## config.mk

```make
export PLATFORM = sky130hd
export DESIGN_NAME = modular_exponentiation_flat
export DESIGN_NICKNAME = d
export VERILOG_FILES = /design/src/design/mexp_pkg.sv /design/src/design/mexp_if.sv /design/src/design/modular_exponentiation.sv /design/src/design/mexp_controller.sv /design/src/design/mexp_datapath.sv /design/src/flat_wrapper.sv
export SDC_FILE = /design/constraint.sdc
export NUM_CORES = 1
export LEC_CHECK = 0
export BUFFER_PORTS_ARGS = -buffer_cell sky130_fd_sc_hd__buf_2
export CAP_MARGIN = 30
export CORE_MARGIN = 2
export CORE_UTILIZATION = 54
export DETAILED_ROUTE_END_ITERATION = 7
export PLACE_DENSITY = 0.76
export SLEW_MARGIN = 20
export SYNTH_ARGS = -nofsm -noshare
export SYNTH_HDL_FRONTEND = slang
export SYNTH_SLANG_ARGS = --single-unit
```

## constraint.sdc

```tcl
create_clock -name clock -period 5.55 [get_ports clock]
set_input_delay 1.11 -clock clock [delete_from_list [all_inputs] [get_ports clock]]
set_output_delay 1.11 -clock clock [all_outputs]
set_load 0.05 [all_outputs]
```

## src/design/mexp_pkg.sv

```systemverilog
`default_nettype none

package mexp_pkg;

   localparam int WORD_BITS  = 32;
   localparam int COUNT_BITS = $clog2(WORD_BITS);

   typedef logic [WORD_BITS-1:0]  word_type;
   typedef logic [COUNT_BITS-1:0] count_type;
   typedef logic [1:0]            op_type;

   // Destination and operand selection of one modular multiplication.
   localparam op_type OP_REDUCE = 2'd0;
   localparam op_type OP_MULT   = 2'd1;
   localparam op_type OP_SQUARE = 2'd2;

   localparam count_type LAST_COUNT = count_type'(WORD_BITS - 1);

   typedef struct packed {
      logic   load;
      logic   start;
      op_type start_op;
      logic   step;
      logic   publish;
   } ctrl_cmd_type;

   typedef struct packed {
      logic modulus_zero;
      logic mul_last;
      logic exp_zero;
      logic exp_lsb;
   } ctrl_status_type;

endpackage

`default_nettype wire

```

## src/design/mexp_if.sv

```systemverilog
`default_nettype none

// Request channel: one base and exponent pair per transfer.
interface mexp_req_if import mexp_pkg::*; ();
   logic     valid;
   logic     ready;
   word_type base_value;
   word_type exponent;

   modport source (output valid, output base_value, output exponent, input ready);
   modport sink (input valid, input base_value, input exponent, output ready);
endinterface

// Response channel: one residue per transfer.
interface mexp_rsp_if import mexp_pkg::*; ();
   logic     valid;
   logic     ready;
   word_type residue;

   modport source (output valid, output residue, input ready);
   modport sink (input valid, input residue, output ready);
endinterface

`default_nettype wire

```

## src/design/modular_exponentiation.sv

```systemverilog
// Modular exponentiation, residue = base_value ^ exponent mod modulus.
// The modulus is written through csr_write_enable and csr_write_data; the user
// must write it only while the block is idle, which the block itself does not
// enforce. It resets to one. A modulus of zero gives a residue of zero.
// Requests arrive on req_chan (base_value, exponent), one transfer per item;
// each request yields exactly one transfer on rsp_chan carrying the residue.
// The exponent is scanned from its least significant bit. A shared add-and-double
// modular multiplier handles one multiplier bit per cycle; each modular product
// is set up and then stepped through the 32 bits of its multiplier. The first
// product reduces the base, every set exponent bit costs a multiply and every
// bit below the top one costs a square.
// One item is in work at a time; the next request is taken once the state
// returns to idle after the result enters the output register. That register
// holds a finished residue while the receiver stalls, so one more item can be
// accepted and computed, and it then waits until the older result is taken.
// Synchronous reset returns to idle with no response pending.
`default_nettype none

module modular_exponentiation import mexp_pkg::*; (
   input  wire logic      clock,
   input  wire logic      reset,
   input  wire logic      csr_write_enable,
   input  wire word_type  csr_write_data,
   mexp_req_if.sink       req_chan,
   mexp_rsp_if.source     rsp_chan
);

   // Command and status between the sequencer and the arithmetic.
   ctrl_cmd_type    cmd;
   ctrl_status_type status;

   // The sequencer owns the handshakes and walks the exponent bits.
   mexp_controller u_controller (
      .clock     (clock),
      .reset     (reset),
      .req_valid (req_chan.valid),
      .req_ready (req_chan.ready),
      .rsp_valid (rsp_chan.valid),
      .rsp_ready (rsp_chan.ready),
      .status    (status),
      .cmd       (cmd)
   );

   // The datapath holds the modulus, the accumulator, the running square, the
   // remaining exponent, the shared multiplier and the output register.
   mexp_datapath u_datapath (
      .clock            (clock),
      .reset            (reset),
      .csr_write_enable (csr_write_enable),
      .csr_write_data   (csr_write_data),
      .base_value       (req_chan.base_value),
      .exponent         (req_chan.exponent),
      .cmd              (cmd),
      .status           (status),
      .residue          (rsp_chan.residue)
   );

endmodule

`default_nettype wire

```

## src/design/mexp_controller.sv

```systemverilog
`default_nettype none

module mexp_controller import mexp_pkg::*; (
   input  wire logic            clock,
   input  wire logic            reset,
   input  wire logic            req_valid,
   output logic                 req_ready,
   output logic                 rsp_valid,
   input  wire logic            rsp_ready,
   input  wire ctrl_status_type status,
   output ctrl_cmd_type         cmd
);

   localparam logic [1:0] ST_IDLE   = 2'd0;
   localparam logic [1:0] ST_MUL    = 2'd1;
   localparam logic [1:0] ST_DECIDE = 2'd2;
   localparam logic [1:0] ST_DONE   = 2'd3;

   logic [1:0] state_ff;
   logic [1:0] state_in;
   logic       rsp_valid_ff;
   logic       rsp_valid_in;

   always_comb begin
      state_in     = state_ff;
      cmd          = '0;
      cmd.start_op = OP_SQUARE;
      req_ready    = 1'b0;
      unique case (state_ff)
         ST_IDLE: begin
            req_ready = 1'b1;
            if (req_valid) begin
               cmd.load = 1'b1;
               state_in = status.modulus_zero ? ST_DONE : ST_MUL;
            end
         end
         ST_MUL: begin
            cmd.step = 1'b1;
            if (status.mul_last) begin
               state_in = ST_DECIDE;
            end
         end
         ST_DECIDE: begin
            if (status.exp_zero) begin
               state_in = ST_DONE;
            end else begin
               cmd.start    = 1'b1;
               cmd.start_op = status.exp_lsb ? OP_MULT : OP_SQUARE;
               state_in     = ST_MUL;
            end
         end
         ST_DONE: begin
            if (!rsp_valid_ff || rsp_ready) begin
               cmd.publish = 1'b1;
               state_in    = ST_IDLE;
            end
         end
         default: begin
            state_in = ST_IDLE;
         end
      endcase
   end

   always_comb begin
      if (cmd.publish) begin
         rsp_valid_in = 1'b1;
      end else if (rsp_ready) begin
         rsp_valid_in = 1'b0;
      end else begin
         rsp_valid_in = rsp_valid_ff;
      end
   end

   assign rsp_valid = rsp_valid_ff;

   always_ff @(posedge clock) begin
      if (reset) begin
         state_ff     <= ST_IDLE;
         rsp_valid_ff <= 1'b0;
      end else begin
         state_ff     <= state_in;
         rsp_valid_ff <= rsp_valid_in;
      end
   end

endmodule

`default_nettype wire

```

## src/design/mexp_datapath.sv

```systemverilog
`default_nettype none

module mexp_datapath import mexp_pkg::*; (
   input  wire logic            clock,
   input  wire logic            reset,
   input  wire logic            csr_write_enable,
   input  wire word_type        csr_write_data,
   input  wire word_type        base_value,
   input  wire word_type        exponent,
   input  wire ctrl_cmd_type    cmd,
   output ctrl_status_type      status,
   output word_type             residue
);

   localparam int SUM_BITS = WORD_BITS + 2;
   typedef logic [SUM_BITS-1:0] sum_type;

   word_type  modulus_ff;
   word_type  acc_ff;
   word_type  sq_ff;
   word_type  exp_ff;
   word_type  r_ff;
   word_type  a_ff;
   word_type  b_ff;
   count_type count_ff;
   op_type    op_ff;
   word_type  residue_ff;

   word_type  one_mod;
   word_type  addend;
   sum_type   total;
   sum_type   mod_once;
   sum_type   mod_twice;
   sum_type   reduced;
   word_type  r_next;

   // One mod m: zero when the modulus is one.
   assign one_mod = (modulus_ff == word_type'(1)) ? '0 : word_type'(1);

   // One add-and-double step: 2r + a*bit stays below 3m, so at most two
   // subtractions of m bring it back into range.
   assign addend    = b_ff[WORD_BITS-1] ? a_ff : '0;
   assign total     = {1'b0, r_ff, 1'b0} + {2'b00, addend};
   assign mod_once  = {2'b00, modulus_ff};
   assign mod_twice = {1'b0, modulus_ff, 1'b0};

   always_comb begin
      if (total >= mod_twice) begin
         reduced = total - mod_twice;
      end else if (total >= mod_once) begin
         reduced = total - mod_once;
      end else begin
         reduced = total;
      end
   end

   assign r_next = reduced[WORD_BITS-1:0];

   always_ff @(posedge clock) begin
      if (reset) begin
         modulus_ff <= word_type'(1);
      end else if (csr_write_enable) begin
         modulus_ff <= csr_write_data;
      end
   end

   always_ff @(posedge clock) begin
      if (cmd.load) begin
         acc_ff   <= one_mod;
         exp_ff   <= exponent;
         a_ff     <= one_mod;
         b_ff     <= base_value;
         r_ff     <= '0;
         count_ff <= '0;
         op_ff    <= OP_REDUCE;
      end else if (cmd.start) begin
         a_ff     <= (cmd.start_op == OP_MULT) ? acc_ff : sq_ff;
         b_ff     <= sq_ff;
         r_ff     <= '0;
         count_ff <= '0;
         op_ff    <= cmd.start_op;
      end else if (cmd.step) begin
         r_ff     <= r_next;
         b_ff     <= {b_ff[WORD_BITS-2:0], 1'b0};
         count_ff <= count_ff + count_type'(1);
         if (count_ff == LAST_COUNT) begin
            case (op_ff)
               OP_MULT: begin
                  acc_ff    <= r_next;
                  exp_ff[0] <= 1'b0;
               end
               OP_SQUARE: begin
                  sq_ff  <= r_next;
                  exp_ff <= {1'b0, exp_ff[WORD_BITS-1:1]};
               end
               default: begin
                  sq_ff <= r_next;
               end
            endcase
         end
      end
      if (cmd.publish) begin
         residue_ff <= (modulus_ff == '0) ? '0 : acc_ff;
      end
   end

   assign status.modulus_zero = (modulus_ff == '0);
   assign status.mul_last     = (count_ff == LAST_COUNT);
   assign status.exp_zero     = (exp_ff == '0);
   assign status.exp_lsb      = exp_ff[0];
   assign residue             = residue_ff;

endmodule

`default_nettype wire

```

## src/flat_wrapper.sv

```systemverilog
// flat-port wrapper written by rule: the top's interface ports become plain ports
module modular_exponentiation_flat import mexp_pkg::*;
  (clock, reset, csr_write_enable, csr_write_data, req_chan_valid, req_chan_base_value, req_chan_exponent, req_chan_ready, rsp_chan_valid, rsp_chan_residue, rsp_chan_ready);
  mexp_req_if req_chan_i ();
  mexp_rsp_if rsp_chan_i ();
  input  wire logic clock;
  input  wire logic reset;
  input  wire logic csr_write_enable;
  input  wire word_type csr_write_data;
  input wire logic [$bits(req_chan_i.valid)-1:0] req_chan_valid;
  input wire logic [$bits(req_chan_i.base_value)-1:0] req_chan_base_value;
  input wire logic [$bits(req_chan_i.exponent)-1:0] req_chan_exponent;
  output wire logic [$bits(req_chan_i.ready)-1:0] req_chan_ready;
  output wire logic [$bits(rsp_chan_i.valid)-1:0] rsp_chan_valid;
  output wire logic [$bits(rsp_chan_i.residue)-1:0] rsp_chan_residue;
  input wire logic [$bits(rsp_chan_i.ready)-1:0] rsp_chan_ready;
  assign req_chan_i.valid = req_chan_valid;
  assign req_chan_i.base_value = req_chan_base_value;
  assign req_chan_i.exponent = req_chan_exponent;
  assign req_chan_ready = req_chan_i.ready;
  assign rsp_chan_valid = rsp_chan_i.valid;
  assign rsp_chan_residue = rsp_chan_i.residue;
  assign rsp_chan_i.ready = rsp_chan_ready;
  modular_exponentiation u_core (.clock(clock), .reset(reset), .csr_write_enable(csr_write_enable), .csr_write_data(csr_write_data), .req_chan(req_chan_i), .rsp_chan(rsp_chan_i));
endmodule
```

==> impl_results.html <==
<table>
<tr><th>Metric</th><th>Value</th></tr>
<tr><th colspan="2">Synthesis</th></tr>
<tr><td>Combined area of all synthesized cells</td><td>0.0166 mm^2</td></tr>
<tr><td>Number of enable-type register cells in the synthesized netlist</td><td>192</td></tr>
<tr><td>Post-synthesis net count</td><td>2,008</td></tr>
<tr><td>Sequential share of the synthesized area</td><td>0.436</td></tr>
<tr><td>FFs w/ async S/R, synth</td><td>0</td></tr>
<tr><td>Synthesized area divided by synthesized cell count</td><td>9.22 um^2</td></tr>
<tr><td>Yosys Warn Count</td><td>0</td></tr>
<tr><td>Synth Instances</td><td>1,805</td></tr>
<tr><td>Number of synthesized register bits</td><td>266</td></tr>
<tr><td>Number of different library cells in the post-synthesis netlist</td><td>81</td></tr>
<tr><td>Most instantiated flip-flop cell in the synthesis netlist</td><td>edfxtp_1</td></tr>
<tr><th colspan="2">Detailed routing</th></tr>
<tr><td>Total iterations of the first detailed-routing run</td><td>7</td></tr>
<tr><td>Total number of vias</td><td>14,627</td></tr>
<tr><td>Number of DRC violations after detailed-routing iteration 0</td><td>1,470</td></tr>
<tr><td>Total Wirelength</td><td>48.0 mm</td></tr>
<tr><td>DRC violations left</td><td>0</td></tr>
<tr><td>Via density per instance</td><td>6.01</td></tr>
<tr><td>Post-route antenna net violation count</td><td>0</td></tr>
<tr><td>Average wire per standard cell</td><td>19.7 um</td></tr>
<tr><th colspan="2">Critical path</th></tr>
<tr><td>Master of the slowest instance on the critical path</td><td>edfxtp_1</td></tr>
<tr><td>Worst Setup Start Kind</td><td>flip-flop</td></tr>
<tr><td>Critical path's top delay family</td><td>compound AO/OA/AOI/OAI gates</td></tr>
<tr><td>Crit path largest cell delay</td><td>530 ps</td></tr>
<tr><td>Kind of end point of the critical path</td><td>flip-flop</td></tr>
<tr><td>Worst path required time</td><td>5840 ps</td></tr>
<tr><td>Critical path buffer and inverter count</td><td>5</td></tr>
<tr><td>Arrival time of the worst setup path</td><td>5890 ps</td></tr>
<tr><td>WS Path Type</td><td>reg2reg</td></tr>
<tr><td>Peak fanout along the critical path</td><td>8</td></tr>
<tr><th colspan="2">STA</th></tr>
<tr><td>Setup violators final</td><td>9</td></tr>
<tr><td>Tightest Pin Transition</td><td>956 ps</td></tr>
<tr><td>Setup Total Neg Slack</td><td>-188 ps</td></tr>
<tr><td>Number of hold violations in the final report</td><td>0</td></tr>
<tr><td>Post-route clock period utilization</td><td>1.01</td></tr>
<tr><td>Worst-case clock skew</td><td>13.8 ps</td></tr>
<tr><td>Slew Limit Headroom</td><td>0.361</td></tr>
<tr><td>Unrepaired setup endpoints after global routing</td><td>true</td></tr>
<tr><td>Final slew viol count</td><td>0</td></tr>
<tr><td>Minimum clock period</td><td>5590 ps</td></tr>
<tr><td>Worst setup margin</td><td>-43.1 ps</td></tr>
<tr><td>Max frequency</td><td>179 MHz</td></tr>
<tr><td>Post-route worst hold slack</td><td>470 ps</td></tr>
<tr><th colspan="2">Power</th></tr>
<tr><td>Sw Ratio</td><td>0.439</td></tr>
<tr><td>Switching power total</td><td>6.41 mW</td></tr>
<tr><td>Clock group share of total power</td><td>0.123</td></tr>
<tr><td>Total power draw</td><td>14.6 mW</td></tr>
<tr><td>Combinational Power Share</td><td>0.669</td></tr>
<tr><td>Worst VDD drop</td><td>417 uV</td></tr>
<tr><td>Power Density</td><td>723 mW/mm^2</td></tr>
<tr><td>Reg power frac</td><td>0.208</td></tr>
<tr><td>Internal Power</td><td>8.20 mW</td></tr>
<tr><td>Leakage</td><td>8.61 nW</td></tr>
<tr><th colspan="2">CTS</th></tr>
<tr><td>CTS Hold Buffers Added</td><td>0</td></tr>
<tr><td>Maximum clock insertion buffer count</td><td>3</td></tr>
<tr><td>H-tree depth reported by CTS</td><td>1</td></tr>
<tr><td>CTS tree</td><td>done</td></tr>
<tr><td>Root Buffer Master</td><td>clkbuf_16</td></tr>
<tr><td>Clock network latency to the later pin of the worst-skew pair</td><td>540 ps</td></tr>
<tr><td>Number of CTS-inserted buffers</td><td>27</td></tr>
<tr><td>CTS clk-pin slew, worst paths</td><td>60 ps</td></tr>
<tr><td>Number of sinks on the clock net</td><td>266</td></tr>
<tr><th colspan="2">Floorplanning</th></tr>
<tr><td>Horizontal extent of the die</td><td>180 um</td></tr>
<tr><td>Ports placed on the boundary</td><td>135</td></tr>
<tr><td>Placeable Area</td><td>0.0304 mm^2</td></tr>
<tr><td>Number of rows created at floorplan</td><td>64</td></tr>
<tr><td>Total die area</td><td>0.0322 mm^2</td></tr>
<tr><td>Initial cell density of the core</td><td>0.547</td></tr>
<tr><td>Die height</td><td>180 um</td></tr>
<tr><th colspan="2">Placement</th></tr>
<tr><td>Placer Congestion</td><td>1.01</td></tr>
<tr><td>Worst slack at placement</td><td>-211 ps</td></tr>
<tr><td>Post-DP Area</td><td>0.0183 mm^2</td></tr>
<tr><td>Number of buffer cells added on primary ports</td><td>134</td></tr>
<tr><td>Detail Placement HPWL</td><td>34.0 mm</td></tr>
<tr><th colspan="2">Flow run</th></tr>
<tr><td>MaxCap Viol Count</td><td>0</td></tr>
<tr><th colspan="2">Cells and area</th></tr>
<tr><td>Fraction of layout cells with a size suffix above 1</td><td>0.231</td></tr>
<tr><td>Antenna Cells</td><td>0</td></tr>
<tr><td>Fin area</td><td>0.0202 mm^2</td></tr>
<tr><td>Area delta synth-&gt;final</td><td>21.4%</td></tr>
<tr><td>Final nets</td><td>2,223</td></tr>
<tr><th colspan="2">Global route</th></tr>
<tr><td>Via count of the first global-routing pass</td><td>13,511</td></tr>
<tr><td>GRT Resource Usage Total</td><td>0.277</td></tr>
<tr><td>Largest net degree at the start of global routing</td><td>87</td></tr>
<tr><td>Number of antenna violations at the first check in global routing</td><td>0</td></tr>
<tr><td>Sum of overflow across all layers after global routing</td><td>0</td></tr>
<tr><td>First-pass GRT wire length</td><td>73.1 mm</td></tr>
<tr><th colspan="2">Status</th></tr>
<tr><td>Status</td><td>finished with violations</td></tr>
<tr><td>Violated checks</td><td>negative setup slack</td></tr>
<tr><th colspan="2">Worst hold path</th></tr>
<tr><td>Worst min-delay path category</td><td>reg2reg</td></tr>
</table>
==> worst paths after layout <==
check                           cells after the start                                    endpoint                               startpoint  slack (ps)
worst max-delay path                               25  u_core.u_datapath.acc_ff[23]$_SDFFCE_PP0P_     u_core.u_datapath.b_ff[31]$_DFFE_PP_         -40
worst min-delay path                                2     u_core.u_datapath.r_ff[24]$_SDFFE_PP0P_  u_core.u_datapath.r_ff[24]$_SDFFE_PP0P_         470
worst max register to register                     25  u_core.u_datapath.acc_ff[23]$_SDFFCE_PP0P_     u_core.u_datapath.b_ff[31]$_DFFE_PP_         -40
worst min register to register                      2     u_core.u_datapath.r_ff[24]$_SDFFE_PP0P_  u_core.u_datapath.r_ff[24]$_SDFFE_PP0P_         470
==> registers in the layout, indices dropped and copies added (netlist names) <==
name	cells
u_core.u_datapath.a_ff	32
u_core.u_datapath.r_ff	32
u_core.u_datapath.residue	32
u_core.u_controller.state_ff	2
u_core.u_datapath.exp_ff	32
u_core.u_datapath.sq_ff	32
u_core.u_datapath.op_ff	2
u_core.u_datapath.modulus_ff	32
u_core.u_datapath.b_ff	32
u_core.u_datapath.count_ff	5
u_core.u_controller.rsp_valid	1
u_core.u_datapath.acc_ff	32
==> through the flow <==
stage	util	cells
5_1_grt	0.664	2435
3_5_place_dp	0.603	2363
2_1_floorplan	-	1805
6_report	0.664	2435
3_3_place_gp	0.603	2363
4_1_cts	0.635	2415
==> cell families (layout without fill, tap and decap cells) <==
kind of cell    Yosys count  count (layout)  share of synthesized area
compound gates          437             437                      0.177
fa+ha+maj               102             102                     0.0781
flops                   266             266                      0.436
simple gates            695             695                      0.192
mux                      56              56                     0.0351
xor+xnor                 76              76                     0.0400
buf+inv                 173             407                     0.0418
==> synth_stat cells, types with 12 or more instances <==
master	number	area, um^2
nor4_1	17	106
xnor2_1	57	499
clkbuf_1	72	270
ha_1	99	1240
dfxtp_1	74	1480
and3_1	20	125
nand3_1	41	205
nand2b_1	16	100
and2_1	52	325
o21ai_0	87	435
o21ai_1	17	85.1
nor3_1	21	105
inv_1	87	327
xor2_1	19	166
a21oi_1	103	515
nor2_1	134	503
mux2i_1	45	450
o21a_1	13	97.6
a211oi_1	12	90.1
nand4_1	23	144
edfxtp_1	192	5770
nor2b_1	45	282
nand2_1	307	1150
a21o_1	48	360
a22oi_1	31	233
==> power by group through the flow <==
stage	clock network, mW	logic (mW)	registers (mW)
finish	1.79	9.78	3.04
global route	1.90	10.4	3.07
CTS	1.82	8.53	3.01
detailed placement	0	8.36	3.05
global placement	0	8.20	3.04
floorplan	0	5.72	2.99
==> timing repair <==
item / CTS / global route
gates resized for setup: 16 / 138
endpoints found under the hold margin: 0 / 0
setup endpoints to repair: 88 / 96
gates cloned: 0 / 3
pin swaps: 3 / 34
setup buffers: 4 / 16
==> metal layers <==
metal  global-route usage  routed length, um  up-vias
met5                    0                  0        -
met4               0.0517               1040        0
met3               0.0300               4010       77
met2                0.421              21400      663
met1                0.431              21600     6990
li1                     -                  -     6897
==> worst min-delay path, stage by stage (launching register included) <==
cell       delay [ps]
dfxtp_1           310
nand2_1            50
o2bb2ai_1          60
==> placed cells by master (no fill, tap or decap), drive strengths merged, types with 52 or more instances in the layout <==
| cell | synthesis | final |
|---|---|---|
| o21ai | 104 | 104 |
| buf | 14 | 269 |
| nand2 | 308 | 308 |
| xnor2 | 57 | 57 |
| ha | 99 | 99 |
| nor2 | 134 | 134 |
| edfxtp | 192 | 192 |
| dfxtp | 74 | 74 |
| a21oi | 112 | 112 |
| inv | 87 | 89 |
| and2 | 52 | 52 |
==> area by class of cell <==
type	count	area [um^2]
Clock buffer	29	683
Clock inverter	19	178
Fill cell	2425	10200
Inverter	87	327
Multi-Input combinational cell	1366	9420
Sequential cell	266	7250
Tap cell	396	495
Timing Repair Buffer	272	1860
Note: power is estimated with default switching activity, not from simulation.
